File: config.mk
export PLATFORM = sky130hd
export DESIGN_NAME = label_group_bounding_box
export DESIGN_NICKNAME = d
export VERILOG_FILES = /design/src/hw/rtl/lgbb_pkg.sv /design/src/hw/rtl/lgbb_close.sv /design/src/hw/rtl/lgbb_fifo.sv /design/src/hw/rtl/label_group_bounding_box.sv
export SDC_FILE = /design/constraint.sdc
export NUM_CORES = 2
export LEC_CHECK = 0
export BUFFER_PORTS_ARGS = -buffer_cell sky130_fd_sc_hd__buf_2
export CORE_MARGIN = 1
export CORE_UTILIZATION = 55
export DETAILED_ROUTE_END_ITERATION = 10
export PLACE_DENSITY = 0.72
export SYNTH_ARGS = -nofsm -noshare
export SYNTH_HDL_FRONTEND = slang
export SYNTH_SLANG_ARGS = --single-unit
File: constraint.sdc
create_clock -name clk_i -period 20.2 [get_ports clk_i]
set_input_delay 2.02 -clock clk_i [delete_from_list [all_inputs] [get_ports clk_i]]
set_output_delay 2.02 -clock clk_i [all_outputs]
set_load 0.005 [all_outputs]
File: src/hw/rtl/lgbb_pkg.sv
// Package with shared constants and types for the label group bounding box block.
`timescale 1ns / 1ps

package lgbb_pkg;

  localparam int SizeWidth = 16;

  localparam logic [0:0] LgbbRegMaxSize = 1'b0;
  localparam logic [0:0] LgbbRegMinSize = 1'b1;

  localparam logic [SizeWidth-1:0] LgbbMaxSizeReset = 16'd3840;
  localparam logic [SizeWidth-1:0] LgbbMinSizeReset = 16'd51;

  // Record queue depth; a power of two so that the pointers wrap naturally.
  localparam int LgbbFifoDepth = 4;

  typedef struct packed {
    logic push_a;
    logic push_b;
  } lgbb_push_t;

endpackage

File: src/hw/rtl/lgbb_close.sv
// Box closing logic: center, size and size window check for one group.
`timescale 1ns / 1ps

module lgbb_close
  import lgbb_pkg::*;
#(
  parameter int CW = 16
) (
  input  logic [2:0][CW-1:0]     hi_i,
  input  logic [2:0][CW-1:0]     lo_i,
  input  logic [SizeWidth-1:0]   max_size_i,
  input  logic [SizeWidth-1:0]   min_size_i,
  output logic [2:0][CW-1:0]     center_o,
  output logic [2:0][CW-1:0]     size_o,
  output logic                   ok_o
);

  localparam int CmpW = (CW > SizeWidth) ? CW : SizeWidth;

  logic [2:0][CW-1:0] diff;
  logic [2:0][CW:0]   sum;
  logic [2:0]         axis_ok;

  always_comb begin
    for (int a = 0; a < 3; a++) begin
      diff[a]    = hi_i[a] - lo_i[a];
      sum[a]     = {hi_i[a][CW-1], hi_i[a]} + {lo_i[a][CW-1], lo_i[a]};
      axis_ok[a] = (CmpW'(diff[a]) <= CmpW'(max_size_i)) &&
                   (CmpW'(diff[a]) >= CmpW'(min_size_i));
    end
    ok_o = &axis_ok;
    for (int a = 0; a < 3; a++) begin
      center_o[a] = ok_o ? sum[a][CW:1] : '0;
      size_o[a]   = ok_o ? diff[a] : '0;
    end
  end

endmodule

File: src/hw/rtl/lgbb_fifo.sv
// Small record queue that takes up to two records per cycle and gives one.
`timescale 1ns / 1ps

module lgbb_fifo
  import lgbb_pkg::*;
#(
  parameter int WIDTH = 8
) (
  input  logic             clk_i,
  input  logic             rst_ni,
  input  lgbb_push_t       push_i,
  input  logic [WIDTH-1:0] data_a_i,
  input  logic [WIDTH-1:0] data_b_i,
  input  logic             pop_i,
  output logic [WIDTH-1:0] rdata_o,
  output logic             not_empty_o,
  output logic             room2_o
);

  localparam int PtrW = $clog2(LgbbFifoDepth);
  localparam int CntW = $clog2(LgbbFifoDepth + 1);

  logic [WIDTH-1:0] mem [LgbbFifoDepth];
  logic [PtrW-1:0]  wr_ptr_q, wr_ptr_d, rd_ptr_q, rd_ptr_d;
  logic [CntW-1:0]  count_q, count_d;
  logic [CntW-1:0]  n_push;
  logic             do_pop;

  assign do_pop      = pop_i && (count_q != '0);
  assign n_push      = CntW'(push_i.push_a) + CntW'(push_i.push_b);
  assign wr_ptr_d    = wr_ptr_q + PtrW'(n_push);
  assign rd_ptr_d    = rd_ptr_q + PtrW'(do_pop);
  assign count_d     = count_q + n_push - CntW'(do_pop);
  assign rdata_o     = mem[rd_ptr_q];
  assign not_empty_o = (count_q != '0);
  assign room2_o     = (count_q <= CntW'(LgbbFifoDepth - 2));

  always_ff @(posedge clk_i) begin
    if (push_i.push_a) begin
      mem[wr_ptr_q] <= data_a_i;
      if (push_i.push_b) begin
        mem[wr_ptr_q + PtrW'(1)] <= data_b_i;
      end
    end else if (push_i.push_b) begin
      mem[wr_ptr_q] <= data_b_i;
    end
  end

  always_ff @(posedge clk_i or negedge rst_ni) begin
    if (!rst_ni) begin
      wr_ptr_q <= '0;
      rd_ptr_q <= '0;
      count_q  <= '0;
    end else begin
      wr_ptr_q <= wr_ptr_d;
      rd_ptr_q <= rd_ptr_d;
      count_q  <= count_d;
    end
  end

endmodule

File: src/hw/rtl/label_group_bounding_box.sv
// Top level of the label group bounding box block.
// Points enter on the input request channel (in_valid_i, in_stall_o), grouped
// by label, and one point can be taken in every cycle unless the input stalls.
// Each point is held in an input register; once the record queue has room for
// two records it updates the running min and max of the open group and may
// close it. A closed box that fits the size window, and the end-of-cloud record,
// go into a four-entry record queue that drives the output request channel
// (out_valid_o, out_stall_i). A point that yields two records (label change on
// the last point) needs the output to take both, so sustained rate is one point
// per cycle while records are drained one per cycle. The input stalls when a
// point is held and the queue cannot take two more records, so an output stall
// backs up into the input. Reset empties the queue, closes any group and
// restores max_size to 3840 and min_size to 51. Configuration writes go through
// cfg_we_i, cfg_index_i and cfg_data_i and take effect at the next clock edge.
`timescale 1ns / 1ps

module label_group_bounding_box
  import lgbb_pkg::*;
#(
  parameter int COORD_WIDTH = 16,
  parameter int LABEL_WIDTH = 16
) (
  input  logic                          clk_i,
  input  logic                          rst_ni,
  input  logic                          cfg_we_i,
  input  logic [0:0]                    cfg_index_i,
  input  logic [SizeWidth-1:0]          cfg_data_i,
  input  logic                          in_valid_i,
  output logic                          in_stall_o,
  input  logic signed [COORD_WIDTH-1:0] point_x_i,
  input  logic signed [COORD_WIDTH-1:0] point_y_i,
  input  logic signed [COORD_WIDTH-1:0] point_z_i,
  input  logic [LABEL_WIDTH-1:0]        point_label_i,
  input  logic                          cloud_last_i,
  output logic                          out_valid_o,
  input  logic                          out_stall_i,
  output logic [LABEL_WIDTH-1:0]        box_label_o,
  output logic signed [COORD_WIDTH-1:0] center_x_o,
  output logic signed [COORD_WIDTH-1:0] center_y_o,
  output logic signed [COORD_WIDTH-1:0] center_z_o,
  output logic [COORD_WIDTH-1:0]        size_x_o,
  output logic [COORD_WIDTH-1:0]        size_y_o,
  output logic [COORD_WIDTH-1:0]        size_z_o,
  output logic                          box_present_o,
  output logic                          cloud_end_o,
  output logic                          run_last_o
);

  localparam int CW = COORD_WIDTH;
  localparam int LW = LABEL_WIDTH;

  typedef struct packed {
    logic [LW-1:0]      label;
    logic [2:0][CW-1:0] center;
    logic [2:0][CW-1:0] size;
    logic               present;
    logic               cend;
    logic               rlast;
  } rec_t;

  localparam int RecW = $bits(rec_t);

  logic [SizeWidth-1:0] max_size_q, min_size_q;

  logic               s1_valid_q, s1_valid_d;
  logic [2:0][CW-1:0] s1_pt_q;
  logic [LW-1:0]      s1_label_q;
  logic               s1_last_q;
  logic               in_accept, advance, room2;

  logic               open_q;
  logic [LW-1:0]      label_q;
  logic [2:0][CW-1:0] hi_q, lo_q, hi_d, lo_d;

  logic               change;
  logic [2:0][CW-1:0] center_a, size_a, center_b, size_b;
  logic               ok_a, ok_b;
  rec_t               rec_a, rec_b, rec_out;
  logic [RecW-1:0]    rdata;
  lgbb_push_t         push;

  // Configuration registers.
  always_ff @(posedge clk_i or negedge rst_ni) begin
    if (!rst_ni) begin
      max_size_q <= LgbbMaxSizeReset;
      min_size_q <= LgbbMinSizeReset;
    end else if (cfg_we_i) begin
      unique case (cfg_index_i)
        LgbbRegMaxSize: max_size_q <= cfg_data_i;
        LgbbRegMinSize: min_size_q <= cfg_data_i;
        default: ;
      endcase
    end
  end

  // Input register.
  assign advance    = s1_valid_q && room2;
  assign in_stall_o = s1_valid_q && !room2;
  assign in_accept  = in_valid_i && !in_stall_o;

  always_comb begin
    s1_valid_d = s1_valid_q;
    if (in_accept) begin
      s1_valid_d = 1'b1;
    end else if (advance) begin
      s1_valid_d = 1'b0;
    end
  end

  always_ff @(posedge clk_i or negedge rst_ni) begin
    if (!rst_ni) begin
      s1_valid_q <= 1'b0;
    end else begin
      s1_valid_q <= s1_valid_d;
    end
  end

  always_ff @(posedge clk_i) begin
    if (in_accept) begin
      s1_pt_q    <= {point_z_i, point_y_i, point_x_i};
      s1_label_q <= point_label_i;
      s1_last_q  <= cloud_last_i;
    end
  end

  // Group bounds update.
  assign change = open_q && (s1_label_q != label_q);

  always_comb begin
    for (int a = 0; a < 3; a++) begin
      if (!open_q || change) begin
        hi_d[a] = s1_pt_q[a];
        lo_d[a] = s1_pt_q[a];
      end else begin
        hi_d[a] = ($signed(s1_pt_q[a]) > $signed(hi_q[a])) ? s1_pt_q[a] : hi_q[a];
        lo_d[a] = ($signed(s1_pt_q[a]) < $signed(lo_q[a])) ? s1_pt_q[a] : lo_q[a];
      end
    end
  end

  always_ff @(posedge clk_i or negedge rst_ni) begin
    if (!rst_ni) begin
      open_q  <= 1'b0;
      label_q <= '0;
      hi_q    <= '0;
      lo_q    <= '0;
    end else if (advance) begin
      open_q  <= !s1_last_q;
      label_q <= s1_label_q;
      hi_q    <= hi_d;
      lo_q    <= lo_d;
    end
  end

  // The old group closes on a label change; the updated group closes at cloud end.
  lgbb_close #(
    .CW(CW)
  ) u_close_a (
    .hi_i      (hi_q),
    .lo_i      (lo_q),
    .max_size_i(max_size_q),
    .min_size_i(min_size_q),
    .center_o  (center_a),
    .size_o    (size_a),
    .ok_o      (ok_a)
  );

  lgbb_close #(
    .CW(CW)
  ) u_close_b (
    .hi_i      (hi_d),
    .lo_i      (lo_d),
    .max_size_i(max_size_q),
    .min_size_i(min_size_q),
    .center_o  (center_b),
    .size_o    (size_b),
    .ok_o      (ok_b)
  );

  always_comb begin
    rec_a.label   = label_q;
    rec_a.center  = center_a;
    rec_a.size    = size_a;
    rec_a.present = 1'b1;
    rec_a.cend    = 1'b0;
    rec_a.rlast   = !s1_last_q;

    rec_b.label   = ok_b ? s1_label_q : '0;
    rec_b.center  = center_b;
    rec_b.size    = size_b;
    rec_b.present = ok_b;
    rec_b.cend    = 1'b1;
    rec_b.rlast   = 1'b1;

    push.push_a = advance && change && ok_a;
    push.push_b = advance && s1_last_q;
  end

  lgbb_fifo #(
    .WIDTH(RecW)
  ) u_fifo (
    .clk_i      (clk_i),
    .rst_ni     (rst_ni),
    .push_i     (push),
    .data_a_i   (rec_a),
    .data_b_i   (rec_b),
    .pop_i      (out_valid_o && !out_stall_i),
    .rdata_o    (rdata),
    .not_empty_o(out_valid_o),
    .room2_o    (room2)
  );

  assign rec_out       = rec_t'(rdata);
  assign box_label_o   = rec_out.label;
  assign center_x_o    = rec_out.center[0];
  assign center_y_o    = rec_out.center[1];
  assign center_z_o    = rec_out.center[2];
  assign size_x_o      = rec_out.size[0];
  assign size_y_o      = rec_out.size[1];
  assign size_z_o      = rec_out.size[2];
  assign box_present_o = rec_out.present;
  assign cloud_end_o   = rec_out.cend;
  assign run_last_o    = rec_out.rlast;

  // A point that ends the cloud leaves no group open.
  assert property (@(posedge clk_i) disable iff (!rst_ni)
    (advance && s1_last_q) |=> !open_q)
    else $error("group still open after cloud end");

  // A processed point always sets the group label to its own label.
  assert property (@(posedge clk_i) disable iff (!rst_ni)
    advance |=> (label_q == $past(s1_label_q)))
    else $error("group label not taken from processed point");

  // A held point is not lost while the input is stalled.
  assert property (@(posedge clk_i) disable iff (!rst_ni)
    in_stall_o |=> (s1_valid_q && $stable(s1_label_q) && $stable(s1_pt_q)))
    else $error("held point lost during input stall");

endmodule

---- Word level (Yosys, flattened, before mapping) ----
Memories as Yosys holds them, arrays and structs flattened.
Index checks and enable logic that the tools add are counted.
storage, ports and cells
  flip-flop bits (word level) ............. 218
  bits in writable memories ............... 460
  input bits .............................. 87
  output and inout port bits .............. 117
  logic and storage cells ................. 122
  memories kept ........................... 1
memories
  name        words  bits a word  read ports  clocked after memory_dff  wr ports  RTL line         text
  u_fifo.mem  4      115          1           0                         2         lgbb_fifo.sv:23  logic [WIDTH-1:0] mem [LgbbFifoDepth];
cells by class
  $add $sub $neg .......................... 18
  $lt $le $gt $ge ......................... 19
  eq/ne operators ......................... 1
  muxes and demuxes ....................... 35
  bitwise gates (word level) .............. 2
  reductions and logical operators ........ 27
operator list
  operator             number
  $mux 16              25
  $mux 115             1
  $add 16x16->17       6
  $ge 16x16->1         6
  $le 16x16->1         6
  $sub 16x16->16       6
  $gt 16x16->1         3
  $lt 16x16->1         3
  $ne 16x16->1         1
  $logic_and 1x1->1    15
  $mux 1               9
  $reduce_and 3->1     2
  $logic_not 1->1      5
  $reduce_and 2->1     2
  $add 3x3->3          1
  $le 3x2->1 const B   1
  $reduce_bool 3->1    1
  $sub 3x1->3          1
  $add 1x1->2          1
  $add 2x1->2          1
  $add 2x1->2 const B  1
  $add 2x2->2          1
  $reduce_bool 2->1    1
  $logic_or 1x1->1     1
  other kinds (2)      2

---- Longest topological paths before layout ----
  depth in word-level cells ............... 10
  gate-level depth with buffers ........... 34
  gate-level depth less buffers ........... 30

---- Hierarchy ----
From an unflattened synthesis, not the netlist that was laid out.
second synthesis, totals
  cells, all modules ...................... 4,950
  area, all modules ....................... 51,888.5 um^2
modules (own cells, without submodules)
  module                    instances  cells an instance  area an instance (um^2)
  lgbb_fifo                 1          1,723              24,393.4
  label_group_bounding_box  1          1,283              13,486.7
  lgbb_close at u_close_b   1          978                7,030.5
  lgbb_close at u_close_a   1          966                6,977.9

---- Worst setup path after synthesis ----
Ideal clock, no wire load.
  kind .................................... register to register
  start ................................... register hi_q[32] (netlist bit)
  end ..................................... memory u_fifo.mem[2][100] (netlist bit) (enable)
  setup time .............................. 0.743 ns
  arrival ................................. 12.758 ns
  path slack .............................. 6.699 ns
  cell stages (with the launch flop) ...... 25
  buffers on the path ..................... 0
  cells stage by stage .................... dfrtp_1 -> inv_1 -> ha_1 -> inv_1 -> fa_1 -> a211oi_1 -> o21ai_0 -> a31oi_1 -> a21oi_1 -> a21o_1 -> a21oi_1 -> xnor2_1 -> inv_1 -> ha_1 -> nand4_1 -> nor2_1 -> a221o_1 -> or3_1 -> a221oi_2 -> nand4_2 -> or3_1 -> inv_1 -> ha_1 -> nand2_1 -> o21ai_0
RTL lines
  element                   RTL line                         text
  start: declaration        label_group_bounding_box.sv:73   logic [2:0][CW-1:0] hi_q, lo_q, hi_d, lo_d;
  start signal: assignment  label_group_bounding_box.sv:150  hi_q <= hi_d;
  end: declaration          lgbb_fifo.sv:23

==> results.sh <==
export IMPL_crit_type="flip-flop to flip-flop"
export IMPL_syn_avg_cell_area_um2=11.41
export IMPL_row_count=105
export IMPL_yosysWarnings=0
export IMPL_rsz0062_at_grt="no"
export IMPL_fin_area_um2=50240
export IMPL_fillers=6645
export IMPL_hp_start="u_fifo.mem[2][1]"
export IMPL_crit_required_ps=20540
export IMPL_cts_made_buffers=78
export IMPL_drc_errors=2
export IMPL_tightest_slew_ps=1235
export IMPL_path_clk_slew_ps=60
export IMPL_place_hpwl_um=89680
export IMPL_status="finished, violations left"
export IMPL_clk_path_buf_depth=3
export IMPL_cpPeakStageDelay_ps=870
export IMPL_hold_violations=0
export IMPL_drt_pass1_iter_count=8
export IMPL_placed_area_um2=47530
export IMPL_ff2ff_setup_slack_ps=9600
export IMPL_drt_wl_total_um=131500
export IMPL_clk_latency_ps=660
export IMPL_arrival_ps=10940
export IMPL_route_met3_wl_um=11840
export IMPL_maxSlewHeadroom_pct=17.30
export IMPL_core_area_um2=82240
export IMPL_grt_pass1_vias=32974
export IMPL_grt_antenna_before_repair=3
export IMPL_floorplan_initialDensity_pct=55.60
export IMPL_fin_nets=4703
export IMPL_timing_final_crit_period_ps=10600
export IMPL_drtIter0Drc=3659
export IMPL_min_to="u_fifo.mem[2][1]"
export IMPL_synth_area_um2=45730
export IMPL_ff2ff_path_depth=28
export IMPL_skew_ps=31.06
export IMPL_layout_common_cells="edfxtp_1 (517), ha_1 (479), o22ai_1 (331)"
export IMPL_final_max_slew_viol_count=0
export IMPL_max_cap_violations=0
export IMPL_reg2reg_to="u_fifo.mem[1][30]"
export IMPL_syn2layout_area_growth_pct=9.864
export IMPL_ys_seq_area_share_pct=42.70
export IMPL_hp_class="flip-flop to flip-flop"
export IMPL_m1WireLength_um=53950
export IMPL_tns_ps=0
export IMPL_ff_latch_area_um2=19530
export IMPL_fmax_ghz=0.09437
export IMPL_wl_per_cell_um=25.00
export IMPL_final_common_cell="edfxtp_1"
export IMPL_synth_edf_count=517
export IMPL_grt_pass1_wl_um=198600
export IMPL_port_buffers=203
export IMPL_vias=34175
export IMPL_grt_util_all_layers_pct=30.64
export IMPL_critPathSlowestCell="buf_4"
export IMPL_cts_tree="yes"
export IMPL_via_per_inst=6.497
export IMPL_multiInputGateArea_um2=24120
export IMPL_routed_wl_met2_um=61450
export IMPL_worstReg2RegStart="s1_label_q[11]"
export IMPL_cts_resized=0
export IMPL_place_congestion=0.9501
export IMPL_synth_distinct_cells=83
export IMPL_ys_flop_type="edfxtp_1"
export IMPL_io_pins=204
export IMPL_syn_instance_count=4008
export IMPL_routed_top_layer="met4"
export IMPL_htreeDepth=3
export IMPL_ant_nets=0
export IMPL_post_route_period_util_pct=52.46
export IMPL_violations="design-rule violations"
export IMPL_die_y_um=290.3
export IMPL_setup_viol=0
export IMPL_cp_max_fo=52
export IMPL_synth_nets=4587
export IMPL_drive_above_1_share_pct=18.64
export IMPL_globalRoute_totalOverflow=0
export IMPL_cp_end_kind="flip-flop"
export IMPL_clock_root_buffer="clkbuf_16"
export IMPL_worstHoldPathCells=2
export IMPL_hold_buffers=0
export IMPL_cts_setup_buffers=0
export IMPL_ys_ff_latch=678
export IMPL_grt_max_degree=66
export IMPL_die_area_um2=84300
export IMPL_cts_sink_count=678
export IMPL_worstSetupStartpointType="flip-flop"
export IMPL_dieWidth_um=290.3
export IMPL_synth_async_reset_ratio_pct=22.57
==> critical path: cells and delay by family, from the launching register on <==
kind | cells | cell delay [ps]
and+or+nand+nor | 7 | 2580
adders and majority gates | 3 | 950
AOI/OAI and AO/OA | 11 | 3700
DFF | 1 | 470
xor gates and xnor gates | 2 | 730
buffers and inverters | 4 | 1490
muxes | 1 | 260
==> final cells by class <==
| cell class | instances | share of cell area, % |
|---|---|---|
| clock inverter | 42 | 1.153 |
| multi-input combinational | 2800 | 48.01 |
| tap | 1070 | 2.665 |
| clock buffer | 103 | 4.237 |
| timing repair buffer | 244 | 2.648 |
| sequential | 678 | 38.88 |
| antenna | 1 | 0.004981 |
| inverter | 322 | 2.406 |
==> cells in the mapped netlist, types with 26 or more instances <==
cell	number	area, um^2
a211oi_1	27	202.7
a21o_1	57	427.9
a21oi_1	177	885.9
a22o_1	68	595.6
buf_2	58	290.3
clkbuf_1	108	405.4
dfrtp_1	145	3628
edfxtp_1	517	15520
ha_1	479	5993
inv_1	321	1205
mux2_2	189	2128
mux2i_1	59	590.6
mux4_2	115	2590
nand2_1	142	533.0
nand2b_1	43	269.0
nand3_1	45	225.2
nand4_1	60	375.4
nor2_1	214	803.3
nor2b_1	40	250.2
nor3_1	64	320.3
o21a_1	26	195.2
o21ai_0	104	520.5
o21bai_1	39	292.8
o22ai_1	331	2071
o22ai_2	50	625.6
xnor2_1	132	1156
xor2_1	43	376.6
==> flip-flops by register name (all words and copies together) (netlist names) <==
signal and flops:
open_q 1, max_size_q 16, u_fifo.count_q 3, hi_q 48, u_fifo.mem 460, min_size_q 16, s1_valid_q 1, s1_last_q 1
label_q 16, u_fifo.rd_ptr_q 2, lo_q 48, s1_pt_q 48, u_fifo.wr_ptr_q 2, s1_label_q 16
==> worst max path at each step <==
stage,startpoint,to,cells after the start
2_1_floorplan,hi_q[32],u_fifo.mem[2][100],24
3_3_place_gp,s1_label_q[11],u_fifo.mem[1][20],28
3_5_place_dp,s1_label_q[8],u_fifo.mem[1][7],28
4_1_cts,s1_label_q[8],u_fifo.mem[1][7],28
5_1_grt,s1_label_q[11],u_fifo.mem[1][18],28
6_report,s1_label_q[11],u_fifo.mem[1][30],28
==> layer usage <==
layer / vias up / GRT usage, %
li1: 15569 / -
met1: 16704 / 41.85
met2: 1677 / 49.63
met3: 225 / 5.208
met4: 0 / 10.08
met5: - / 0
==> per-stage QoR <==
stage	utilization [%]	instances	setup slack, ps	hold WS (ps)
floorplan	-	4008	6699	417.8
global placement	57.79	5114	10190	429.3
detailed placement	57.79	5114	10040	437.0
CTS	61.08	5259	9932	447.0
global route	61.08	5259	9154	472.1
finish	61.08	5260	9604	450.7
==> logic make-up after synthesis <==
logic type	Yosys count	share of synthesized area, %
xor+xnor	175	3.352
buf+inv	530	4.805
mux	377	11.95
flops	678	42.70
compound gates	1051	15.90
fa+ha+maj	492	13.68
simple gates	705	7.615
Power is not shown: default switching activity piles up to over one toggle a cycle in this logic, so the estimate is an artifact.
